File: src/ic_ctrl.sv
`timescale 1ns / 1ps

module ic_ctrl #(
  parameter int unsigned MAX_LEN     = 1024,
  parameter int unsigned VALUE_WIDTH = 32,
  parameter int unsigned ADDR_W      = 10,
  parameter int unsigned CNT_W       = 11,
  parameter int unsigned RUN_W       = 19
) (
  input  logic                   clk,
  input  logic                   rst_n,
  input  logic                   in_valid,
  output logic                   in_ready,
  input  logic [VALUE_WIDTH-1:0] in_key,
  input  logic                   in_last,
  output logic                   mem_we,
  output logic [ADDR_W-1:0]      mem_waddr,
  output logic [VALUE_WIDTH-1:0] mem_wdata,
  output logic                   mem_re,
  output logic [ADDR_W-1:0]      mem_raddr,
  input  logic [VALUE_WIDTH-1:0] mem_rdata,
  output logic                   res_valid,
  input  logic                   res_ready,
  output logic [RUN_W-1:0]       res_run,
  output logic [CNT_W-1:0]       res_cnt,
  output logic                   res_ovf
);

  localparam logic [1:0] ST_IDLE = 2'd0;
  localparam logic [1:0] ST_SCAN = 2'd1;
  localparam logic [1:0] ST_DONE = 2'd2;

  localparam logic [CNT_W-1:0] FULL = CNT_W'(MAX_LEN);

  logic [1:0]             state_r, state_nxt;
  logic [VALUE_WIDTH-1:0] key_r, key_nxt;
  logic                   last_r, last_nxt;
  logic                   store_r, store_nxt;
  logic [CNT_W-1:0]       idx_r, idx_nxt;
  logic                   pend_r, pend_nxt;
  logic [CNT_W-1:0]       cnt_r, cnt_nxt;
  logic [RUN_W-1:0]       run_r, run_nxt;
  logic                   ovf_r, ovf_nxt;
  logic                   res_valid_r, res_valid_nxt;
  logic [RUN_W-1:0]       res_run_r, res_run_nxt;
  logic [CNT_W-1:0]       res_cnt_r, res_cnt_nxt;
  logic                   res_ovf_r, res_ovf_nxt;
  logic [CNT_W-1:0]       cnt_inc;

  assign in_ready  = (state_r == ST_IDLE);
  assign res_valid = res_valid_r;
  assign res_run   = res_run_r;
  assign res_cnt   = res_cnt_r;
  assign res_ovf   = res_ovf_r;
  assign cnt_inc   = cnt_r + CNT_W'(1);

  // reads only touch entries below cnt_r, the write lands on cnt_r after the scan
  always_comb begin
    state_nxt     = state_r;
    key_nxt       = key_r;
    last_nxt      = last_r;
    store_nxt     = store_r;
    idx_nxt       = idx_r;
    pend_nxt      = pend_r;
    cnt_nxt       = cnt_r;
    run_nxt       = run_r;
    ovf_nxt       = ovf_r;
    res_valid_nxt = res_valid_r && !res_ready;
    res_run_nxt   = res_run_r;
    res_cnt_nxt   = res_cnt_r;
    res_ovf_nxt   = res_ovf_r;
    mem_we        = 1'b0;
    mem_waddr     = cnt_r[ADDR_W-1:0];
    mem_wdata     = key_r;
    mem_re        = 1'b0;
    mem_raddr     = idx_r[ADDR_W-1:0];

    case (state_r)
      ST_IDLE: begin
        if (in_valid) begin
          key_nxt  = in_key;
          last_nxt = in_last;
          idx_nxt  = '0;
          pend_nxt = 1'b0;
          if (cnt_r == FULL) begin
            store_nxt = 1'b0;
            ovf_nxt   = 1'b1;
            state_nxt = ST_DONE;
          end else begin
            store_nxt = 1'b1;
            state_nxt = ST_SCAN;
          end
        end
      end
      ST_SCAN: begin
        if (idx_r != cnt_r) begin
          mem_re  = 1'b1;
          idx_nxt = idx_r + CNT_W'(1);
        end
        pend_nxt = (idx_r != cnt_r);
        if (pend_r && ($signed(mem_rdata) > $signed(key_r))) begin
          run_nxt = run_r + RUN_W'(1);
        end
        if ((idx_r == cnt_r) && !pend_r) begin
          state_nxt = ST_DONE;
        end
      end
      ST_DONE: begin
        if (!last_r) begin
          mem_we    = store_r;
          cnt_nxt   = store_r ? cnt_inc : cnt_r;
          state_nxt = ST_IDLE;
        end else if (!res_valid_r || res_ready) begin
          mem_we        = store_r;
          res_valid_nxt = 1'b1;
          res_run_nxt   = run_r;
          res_cnt_nxt   = store_r ? cnt_inc : cnt_r;
          res_ovf_nxt   = ovf_r;
          cnt_nxt       = '0;
          run_nxt       = '0;
          ovf_nxt       = 1'b0;
          state_nxt     = ST_IDLE;
        end
      end
      default: begin
        state_nxt = ST_IDLE;
      end
    endcase
  end

  always_ff @(posedge clk) begin
    if (!rst_n) begin
      state_r     <= ST_IDLE;
      pend_r      <= 1'b0;
      cnt_r       <= '0;
      run_r       <= '0;
      ovf_r       <= 1'b0;
      res_valid_r <= 1'b0;
    end else begin
      state_r     <= state_nxt;
      pend_r      <= pend_nxt;
      cnt_r       <= cnt_nxt;
      run_r       <= run_nxt;
      ovf_r       <= ovf_nxt;
      res_valid_r <= res_valid_nxt;
    end
  end

  always_ff @(posedge clk) begin
    key_r     <= key_nxt;
    last_r    <= last_nxt;
    store_r   <= store_nxt;
    idx_r     <= idx_nxt;
    res_run_r <= res_run_nxt;
    res_cnt_r <= res_cnt_nxt;
    res_ovf_r <= res_ovf_nxt;
  end

endmodule

File: config.mk
export PLATFORM = sky130hd
export DESIGN_NAME = ic_ctrl
export DESIGN_NICKNAME = d
export VERILOG_FILES = /design/src/ic_ctrl.sv
export SDC_FILE = /design/constraint.sdc
export NUM_CORES = 1
export LEC_CHECK = 0
export BUFFER_PORTS_ARGS = -buffer_cell sky130_fd_sc_hd__buf_2
export CORE_UTILIZATION = 40
export CTS_BUF_LIST = sky130_fd_sc_hd__clkbuf_2
export CTS_CLUSTER_DIAMETER = 120
export DETAILED_ROUTE_END_ITERATION = 12
export REMOVE_ABC_BUFFERS = 1
export SYNTH_ARGS = -nofsm -noshare
export SYNTH_HDL_FRONTEND = slang
export SYNTH_SLANG_ARGS = --single-unit
File: constraint.sdc
create_clock -name clk -period 3.8 [get_ports clk]
set_input_delay 0.19 -clock clk [delete_from_list [all_inputs] [get_ports clk]]
set_output_delay 0.19 -clock clk [all_outputs]
set_load 0.1 [all_outputs]
**After elaboration in Yosys (flattened, before gate mapping)**

Cells that the tools add are included.

- Bits in registers: 111
- Output and inout port bits: 87
- Word-level logic and storage cells: 82

- $add $sub $neg: 3
- Magnitude comparators: 1
- Eq/ne operators: 14
- Mux-type cells: 32
- Reduce and logical (&&, ||, !) cells: 19

Operator list:

| cell | number |
|---|---|
| 2-to-1 mux 19 bit | 3 |
| 2-to-1 mux 11 bit | 5 |
| case mux 19 bit (2 select lines) | 1 |
| greater-than comparator 32 bit | 1 |
| adder 11 x 1 -> 11 bit (second input constant) | 2 |
| case mux 11 bit (2 select lines) | 1 |
| adder 19 x 1 -> 19 bit (second input constant) | 1 |
| 2-to-1 mux 1 bit | 14 |
| inequality test 2 bit (second input constant) | 6 |
| equality test 11 bit | 1 |
| equality test 11 bit (second input constant) | 1 |
| inequality test 11 bit | 1 |
| 2-to-1 mux 2 bit | 5 |
| AND reduction 3 bit | 3 |
| case mux 2 bit (3 select lines) | 1 |
| AND reduction 2 bit | 3 |
| nonzero test 2 bit | 3 |
| AND reduction 5 bit | 1 |
| inequality test 2 x 1 -> 1 bit (second input constant) | 2 |
| case mux 1 bit (2 select lines) | 2 |
| AND reduction 4 bit | 1 |
| logical AND 1 bit | 3 |
| logical NOT 1 bit | 3 |
| inequality test 3 bit (second input constant) | 1 |
| 4 further kinds | 4 |

**Depth between registers and ports, before layout**

Gate-level depths: netlist (run 1).

- Depth in word-level cells: 5
- Depth in mapped cells: 12

**Worst setup path after synthesis (run 1)**

Ideal clock, no wire load.

- Path type: flip-flop to flip-flop
- From: reg idx_r[2]
- To: reg idx_r[0] (enable)
- Library setup time: 0.353 ns
- Arrival time: 3.037 ns
- Data required time: 3.447 ns
- Slack: 0.409 ns
- Cell stages (with the launch flop): 6
- Path buffers: 1
- Period minus slack after synthesis: 3.391 ns
- Path through: edfxtp_1 -> clkbuf_1 -> xor2_1 -> nor4_1 -> a31oi_1 -> nand2b_1

- Longest elaborated chain between the ends: 3

RTL lines:

| element | RTL line | RTL |
|---|---|---|
| start, declared | 39 | `logic [CNT_W-1:0] idx_r, idx_nxt;` |
| start signal, assigned | 153 | `idx_r <= idx_nxt;` |
| inequality test 11 bit | 96 | `if (idx_r != cnt_r) begin` |
| inequality test 2 bit (no line) | - |  |
| AND reduction 3 bit (no line) | - |  |

Every way passes these cells.
A chain may end at the register's enable or synchronous reset.

**Final worst setup path (run 1)**

- From: reg key_r[31] (netlist: mem_wdata[31])
- To: reg run_r[9]

- Longest elaborated chain between the ends: 4

RTL lines:

| element | RTL line | RTL |
|---|---|---|
| start, declared | 36 | `logic [VALUE_WIDTH-1:0] key_r, key_nxt;` |
| start signal, assigned | 150 | `key_r <= key_nxt;` |
| greater-than comparator 32 bit | 101 | `if (pend_r && ($signed(mem_rdata) > $signed(key_r))) begin` |
| logical AND 1 bit | 101 |  |
| inequality test 2 bit (no line) | - |  |
| AND reduction 4 bit (no line) | - |  |
| end signal, assigned | 143 | `run_r <= run_nxt;` |
| end, declared | 42 | `logic [RUN_W-1:0] run_r, run_nxt;` |

Every way passes these cells.

==> results of run 1 <==
power groups by stage:
| stage | Sequential [mW] | Combinational, mW | Clock (mW) |
|---|---|---|---|
| 2_1_floorplan | 2.19 | 0.403 | 0 |
| 3_3_place_gp | 1.59 | 1.24 | 0 |
| 3_5_place_dp | 1.60 | 1.26 | 0 |
| 4_1_cts | 1.57 | 1.29 | 0.581 |
| 5_1_grt | 1.59 | 1.36 | 0.622 |
| 6_report | 1.57 | 1.29 | 0.560 |
through the flow:
step	std cells	utilization	area, µm²
after floorplan	489	-	5390
after global placement	824	0.475	6420
final	876	0.511	6900
after CTS	876	0.511	6900
after detailed placement	824	0.475	6420
after global routing	876	0.511	6900
cell families (layout without fill, tap and decap cells):
kind of cell,after synthesis,in the layout,synth area share
adder cells (fa/ha/maj),36,36,0.0800
flip-flops,111,111,0.530
XOR/XNOR,27,27,0.0420
AO/OA/AOI/OAI,101,101,0.118
buffers and inverters,90,262,0.0762
AND/OR/NAND/NOR,161,161,0.147
multiplexers,2,2,0.00644
synth_stat cells, types with 6 or more instances:
cell type  instances  area share
nor2b_1            6      0.0067
nor4_1             6      0.0067
buf_4             20       0.027
nor3_1             6      0.0053
edfxtp_1          76        0.41
nand3_1           22       0.020
dfxtp_1           35        0.12
xor2_1            22       0.034
o22ai_2            7       0.016
nor2_1            39       0.026
nand2_1           33       0.022
ha_1              36       0.080
inv_1             50       0.033
o21ai_0           17       0.015
nand2b_1           6      0.0067
or3_1              9       0.010
a21oi_1           34       0.030
clkbuf_1          16       0.011
and3_1            16       0.018
a31oi_1           19       0.021
worst max-delay path: cells and delay by family, from the launching register on:
kind	cells	cell delay, ns
compound gates	3	1.59
simple gates	2	0.80
buf+inv	1	0.05
flops	1	0.41
fa+ha+maj	1	0.38
per-layer routing:
metal / track usage / up-vias / wire length [µm]
li1: - / 2196 / -
met1: 0.240 / 2067 / 6010
met2: 0.298 / 151 / 6170
met3: 0.0363 / 22 / 698
met4: 0.0764 / 0 / 262
met5: 0 / - / 0
final timing paths:
path,start,end,slack (ns),cells past startpoint
min reg2reg,run_r[12],res_run[12],0.48,0
max reg2reg,mem_wdata[31],run_r[9],0.52,7
min,in_key[6],mem_wdata[6],0.27,2
max,mem_wdata[31],run_r[9],0.52,7
area by class of cell:
class                      count  area share
sequential                   111       0.432
multi-input combinational    327       0.322
timing repair buffer         195       0.169
tap                          176      0.0319
inverter                      51      0.0278
clock inverter                 6     0.00998
clock buffer                  10     0.00726
state kept, by name (all words and copies together) (netlist names):
name and flops:
idx_r 11, ovf_r 1, store_r 1, state_r 2
res_valid 1, cnt_r 11, res_cnt 11, res_run 19
res_ovf 1, last_r 1, run_r 19, pend_r 1
mem_wdata 32
==> flow_summary.yaml, run 1 <==
drt:
  final_antenna_net_count: 0
  drc: 0
  vias: 4436
  drt_iter0_markers: 175
  dr.pass1.iters: 4
  routed_via_density: 5.06
  finalWirelength_mm: 13.1
  routedWlPerCell_um: 15.0
global_routing:
  grt_pass1_wl_mm: 20.9
  grt_pass1_vias: 4312
  antenna_found_initial: 0
  grt_usage: 0.184
  grt_overflow: 0
  grt_max_degree: 34
power_and_ir_drop:
  vdd_ir_drop_max_v: 0.000242
  comb_power_share: 0.377
  power_mw: 3.42
  p_per_area_nw_per_um2: 496
  switching_share: 0.448
  p_leak_nw: 3.02
  power_frac_seq: 0.459
  switchingPower_mw: 1.53
  internal_power_mw: 1.89
  pwr-share-clk: 0.164
floorplan:
  die_h_um: 121
  dieArea_um2: 14600
  rows: 42
  fp.coreArea_um2: 13500
  io_pins: 156
  initial_utilization: 0.417
  fp.dieW_um: 121
clock_network:
  cts_max_level: 3
  clk_pin_slew_ns: 0.29
  clkLatencyLatePin_ns: 0.61
  root_buffer: "clkbuf_2"
  post_cts_buffers: 0
  clockBufferDepth: 2
  cts_sinks: 111
  ctsResizeCount: 0
  cts_tree: "built"
  cts_hold_buf: 36
  cts_buffers: 9
synthesis:
  ys_warn_count: 0
  syn_inst: 528
  synth_flop_cell: "edfxtp_1"
  synth_cell_types: 50
  synth_edf_count: 76
  syn_avg_cell_area_um2: 10.7
  syn-cell-area_um2: 5630
  async_flop_share: 0
  ys_seq_area_frac: 0.530
  ys_ff_latch: 111
placed_design:
  detailedPlace.worstSlack_ns: 0.544
  gp_congestion: 0.794
  detailed_place_hpwl_mm: 9.52
  port_buffers: 155
timing:
  setup_viol: 0
  period_minus_slack_ns: 3.28
  slew_headroom: 0.207
  rsz0062_at_grt: "false"
  max_freq_mhz: 305
  period_share: 0.864
  timing.hold.ws_ns: 0.266
  worst_slack_ns: 0.518
  fin_tns_setup_ns: 0
  hold_viol: 0
  worst_slew_pin_slew_ns: 1.18
  clock_skew_ns: 0.0341
  finalMaxSlewViolations: 0
final_layout:
  diodes: 0
  areaGrowthSynthToFinish_pct: 22.5
  seq_area_um2: 2980
  layout-drive-gt1-share: 0.269
  fillers: 1259
  final_cell_mix: "buf_2 (155), edfxtp_1 (76), inv_1 (50)"
  final_net_count: 800
  layout_commonest_cell: "buf_2"
  multi_input_area_um2: 2220
critical_path:
  required_ns: 4.33
  cp_cell_sequence: "inv_1, ha_1, nand4_1, nor4_1, a31oi_1, a211o_1, a31oi_1"
  timing_worst_setup_path_type: "reg -> reg"
  crit_slowest_cell: "a211o_1"
  end_kind: "register"
  crit_top_cell: "a31oi_1"
  slowest_delay_ns: 0.73
  cp-start-kind: "register"
  cp_max_fo: 18
  arrival_ns: 3.82
run:
  cap_violations: 0
run_status:
  status: "finished, final reports clean"
worst_hold_path:
  hold_class: "in -> reg"
Power figures use the tool's default switching activity.
==> inputs of run 2 (changes only) <==
- CAP_MARGIN: not set -> 10
- CELL_PAD_IN_SITES_DETAIL_PLACEMENT: not set -> 1
- CELL_PAD_IN_SITES_GLOBAL_PLACEMENT: not set -> 1
- PLACE_DENSITY_LB_ADDON: not set -> 0.1
==> flow_summary.yaml, run 2 (synthesized netlist as in run 1, its figures left out) <==
timing:
  worst_slack_ns: 0.510
  rsz0062_at_grt: "false"
  max_freq_mhz: 304
  timing.hold.ws_ns: 0.256
  finalMaxSlewViolations: 0
  slew_headroom: 0.439
  worst_slew_pin_slew_ns: 0.842
  setup_viol: 0
  period_minus_slack_ns: 3.29
  period_share: 0.866
  clock_skew_ns: 0.0579
  hold_viol: 0
drt:
  vias: 4504
  dr.pass1.iters: 4
  routedWlPerCell_um: 16.4
  final_antenna_net_count: 0
  routed_via_density: 5.13
  finalWirelength_mm: 14.4
  drc: 0
  drt_iter0_markers: 209
clock_network:
  clk_pin_slew_ns: 0.30
  ctsResizeCount: 0
  cts_buffers: 9
  clkLatencyLatePin_ns: 0.66
  cts_sinks: 111
  post_cts_buffers: 0
  clockBufferDepth: 2
  cts_max_level: 3
  root_buffer: "clkbuf_2"
  cts_tree: "built"
  cts_hold_buf: 36
global_routing:
  grt_usage: 0.208
  grt_pass1_wl_mm: 23.2
  grt_max_degree: 33
  grt_overflow: 0
  antenna_found_initial: 1
  grt_pass1_vias: 4706
critical_path:
  end_kind: "register"
  cp-start-kind: "register"
  timing_worst_setup_path_type: "reg -> reg"
  cp_max_fo: 18
  arrival_ns: 3.86
  required_ns: 4.37
placed_design:
  detailed_place_hpwl_mm: 10.3
  gp_congestion: 0.771
  port_buffers: 155
  detailedPlace.worstSlack_ns: 0.531
power_and_ir_drop:
  p_per_area_nw_per_um2: 498
  vdd_ir_drop_max_v: 0.000361
  p_leak_nw: 3.03
run:
  cap_violations: 0
floorplan:
  die_h_um: 121
  initial_utilization: 0.417
  dieArea_um2: 14600
  fp.dieW_um: 121
  fp.coreArea_um2: 13500
  rows: 42
  io_pins: 156
final_layout:
  largest_register_ffs: 32
  layout_commonest_cell: "buf_2"
  layout-drive-gt1-share: 0.270
  final_cell_mix: "buf_2 (155), edfxtp_1 (76), inv_1 (50)"
  fillers: 1557
  areaGrowthSynthToFinish_pct: 22.7
  final_net_count: 801
  seq_area_um2: 2980
  multi_input_area_um2: 2220
  fin_util: 0.511
worst_hold_path:
  hold_class: "in -> reg"
run_status:
  status: "finished, final reports clean"
[run 2: worst paths after layout]
path	slack, ns	cells past startpoint	from	to
hold reg to reg	0.47	0	ovf_r	res_ovf
setup / recovery	0.51	8	mem_wdata[31]	run_r[18]
setup reg to reg	0.51	8	mem_wdata[31]	run_r[18]
hold / removal	0.26	2	in_key[4]	mem_wdata[4]
[run 2: area by class of cell]
| cell class | count | share of cell area |
|---|---|---|
| Antenna cell | 1 | 0.000362 |
| Clock buffer | 10 | 0.00725 |
| Clock inverter | 6 | 0.00996 |
| Inverter | 51 | 0.0277 |
| Multi-Input combinational cell | 327 | 0.321 |
| Sequential cell | 111 | 0.432 |
| Tap cell | 176 | 0.0319 |
| Timing Repair Buffer | 196 | 0.170 |
[run 2: power by group]
part	internal (mW)	leakage [nW]	switching [mW]
clock	0.159	0.0741	0.415
sequential	1.45	0.989	0.115
combinational	0.278	1.96	1.02
[run 2: per-stage QoR]
stage / total power, mW / instance area [µm²] / TNS [ns] / std cells
3_5_place_dp: 2.87 / 6420 / 0 / 824
2_1_floorplan: 2.60 / 5390 / -1.61 / 489
6_report: 3.44 / 6910 / 0 / 878
5_1_grt: 3.60 / 6910 / 0 / 878
4_1_cts: 3.47 / 6900 / 0 / 876
3_3_place_gp: 2.83 / 6420 / 0 / 824
[run 2: per-layer routing]
metal | part of all wire | up-vias | track usage | wire (µm)
met5 | 0 | - | 0 | 0
met4 | 0.028 | 0 | 0.0980 | 409
li1 | - | 2196 | - | -
met1 | 0.43 | 2172 | 0.250 | 6190
met2 | 0.51 | 108 | 0.366 | 7340
met3 | 0.031 | 28 | 0.0288 | 439
[run 2: worst max-delay path: stages, from the launching register on]
cell and delay (ns):
edfxtp_1 0.41, inv_1 0.05, ha_1 0.36, nand4_1 0.18
nor4_1 0.65, a31oi_1 0.42, buf_4 0.29, a211o_1 0.58
o221ai_1 0.32
==> inputs of run 3 (changes only) <==
- CORE_UTILIZATION: 40 -> 45
- PLACE_DENSITY: not set -> 0.89
- PLACE_DENSITY_LB_ADDON: 0.1 -> not set
==> flow_summary.yaml, run 3 (synthesized netlist as in run 1, its figures left out) <==
clock_network:
  ctsResizeCount: 0
  clockBufferDepth: 2
  root_buffer: "clkbuf_2"
  post_cts_buffers: 0
  cts_sinks: 111
  cts_hold_buf: 36
  cts_tree: "built"
  cts_buffers: 9
  clk_pin_slew_ns: 0.33
  clkLatencyLatePin_ns: 0.66
  cts_max_level: 3
critical_path:
  cp-start-kind: "register"
  crit_top_cell: "o221ai_1"
  timing_worst_setup_path_type: "reg -> reg"
  required_ns: 4.32
  arrival_ns: 3.86
  slowest_delay_ns: 0.71
  cp_cell_sequence: "inv_1, ha_1, a21oi_1, nand2_1, a221oi_1, o221ai_1, a21oi_2, xor2_1, buf_4, a211o_1, o221ai_1"
  cp_max_fo: 18
  end_kind: "register"
  crit_slowest_cell: "a211o_1"
timing:
  worst_slew_pin_slew_ns: 1.17
  hold_viol: 0
  worst_slack_ns: 0.469
  period_share: 0.877
  rsz0062_at_grt: "false"
  max_freq_mhz: 300
  finalMaxSlewViolations: 0
  slew_headroom: 0.214
  clock_skew_ns: 0.0452
  timing.hold.ws_ns: 0.212
  period_minus_slack_ns: 3.33
  setup_viol: 0
power_and_ir_drop:
  p_leak_nw: 3.02
  p_per_area_nw_per_um2: 510
  vdd_ir_drop_max_v: 0.000433
final_layout:
  largest_register_ffs: 32
  areaGrowthSynthToFinish_pct: 22.4
  layout-drive-gt1-share: 0.263
  fin_area_um2: 6890
  fin_util: 0.569
  seq_area_um2: 2980
  multi_input_area_um2: 2220
  final_cell_mix: "buf_2 (155), edfxtp_1 (76), inv_1 (50)"
  layout_commonest_cell: "buf_2"
  final_net_count: 799
  stdcell_count: 870
  fillers: 1401
global_routing:
  grt_usage: 0.261
  grt_pass1_wl_mm: 25.7
  antenna_found_initial: 2
  grt_overflow: 0
  grt_max_degree: 34
  grt_pass1_vias: 5205
drt:
  dr.pass1.iters: 4
  final_antenna_net_count: 0
  finalWirelength_mm: 16.3
  drc: 0
  drt_iter0_markers: 254
  routed_via_density: 5.41
  vias: 4707
  routedWlPerCell_um: 18.8
placed_design:
  place_area_um2: 6400
  gp_congestion: 0.795
  detailedPlace.worstSlack_ns: 0.616
  dp.cells: 815
  port_buffers: 155
  detailed_place_hpwl_mm: 11.2
floorplan:
  rows: 40
  die_h_um: 114
  dieArea_um2: 13000
  io_pins: 156
  fp.coreArea_um2: 12100
  fp.dieW_um: 114
  initial_utilization: 0.465
run:
  cap_violations: 0
run_status:
  status: "finished, final reports clean"
worst_hold_path:
  hold_class: "in -> reg"
-- run 3: cell types whose count changed in the layout (fill, tap and decap cells not counted) --
cell and delta:
inv_6 -1, clkinv_4 -3, buf_4 -2, clkinv_1 +3
bufinv_16 +1, diode_2 +2
-- run 3: final timing paths --
| path | start | endpoint | slack (ns) | depth (start not counted) |
|---|---|---|---|---|
| hold reg to reg | ovf_r | res_ovf | 0.48 | 0 |
| setup reg to reg | mem_wdata[10] | run_r[18] | 0.47 | 11 |
| setup / recovery | mem_wdata[10] | run_r[18] | 0.47 | 11 |
| hold / removal | in_key[29] | mem_wdata[29] | 0.21 | 2 |
-- run 3: power breakdown --
part | internal (mW) | switching [mW] | leakage (nW)
sequential | 1.45 | 0.124 | 0.989
clock | 0.212 | 0.405 | 0.0761
combinational | 0.280 | 1.04 | 1.95
-- run 3: per-layer routing --
layer	vias up	track usage	routed length, µm
li1	2201	-	-
met2	143	0.486	8760
met1	2318	0.285	6390
met5	-	0	0
met3	45	0.0393	588
met4	0	0.139	591
-- run 3: stage by stage --
| step | total power [mW] | setup TNS [ns] |
|---|---|---|
| finish | 3.52 | 0 |
| global route | 3.65 | 0 |
| detailed placement | 2.88 | 0 |
| CTS | 3.50 | 0 |
| global placement | 2.82 | 0 |
| floorplan | 2.60 | -1.61 |
-- run 3: final cells by class --
class                      instances  share of cell area
sequential                       111               0.433
multi-input combinational        327               0.322
timing repair buffer             194               0.168
tap                              168              0.0305
inverter                          51              0.0278
clock inverter                     6              0.0109
clock buffer                      10             0.00726
antenna                            3             0.00109
-- run 3: worst max-delay path: cells and delay by family (launching register included) --
family                   cells  cell delay (ns)
buffers and inverters        2             0.26
AO/OA/AOI/OAI                6             1.89
XOR/XNOR                     1             0.19
flip-flops                   1             0.44
AND/OR/NAND/NOR              1             0.08
adder cells (fa/ha/maj)      1             0.34
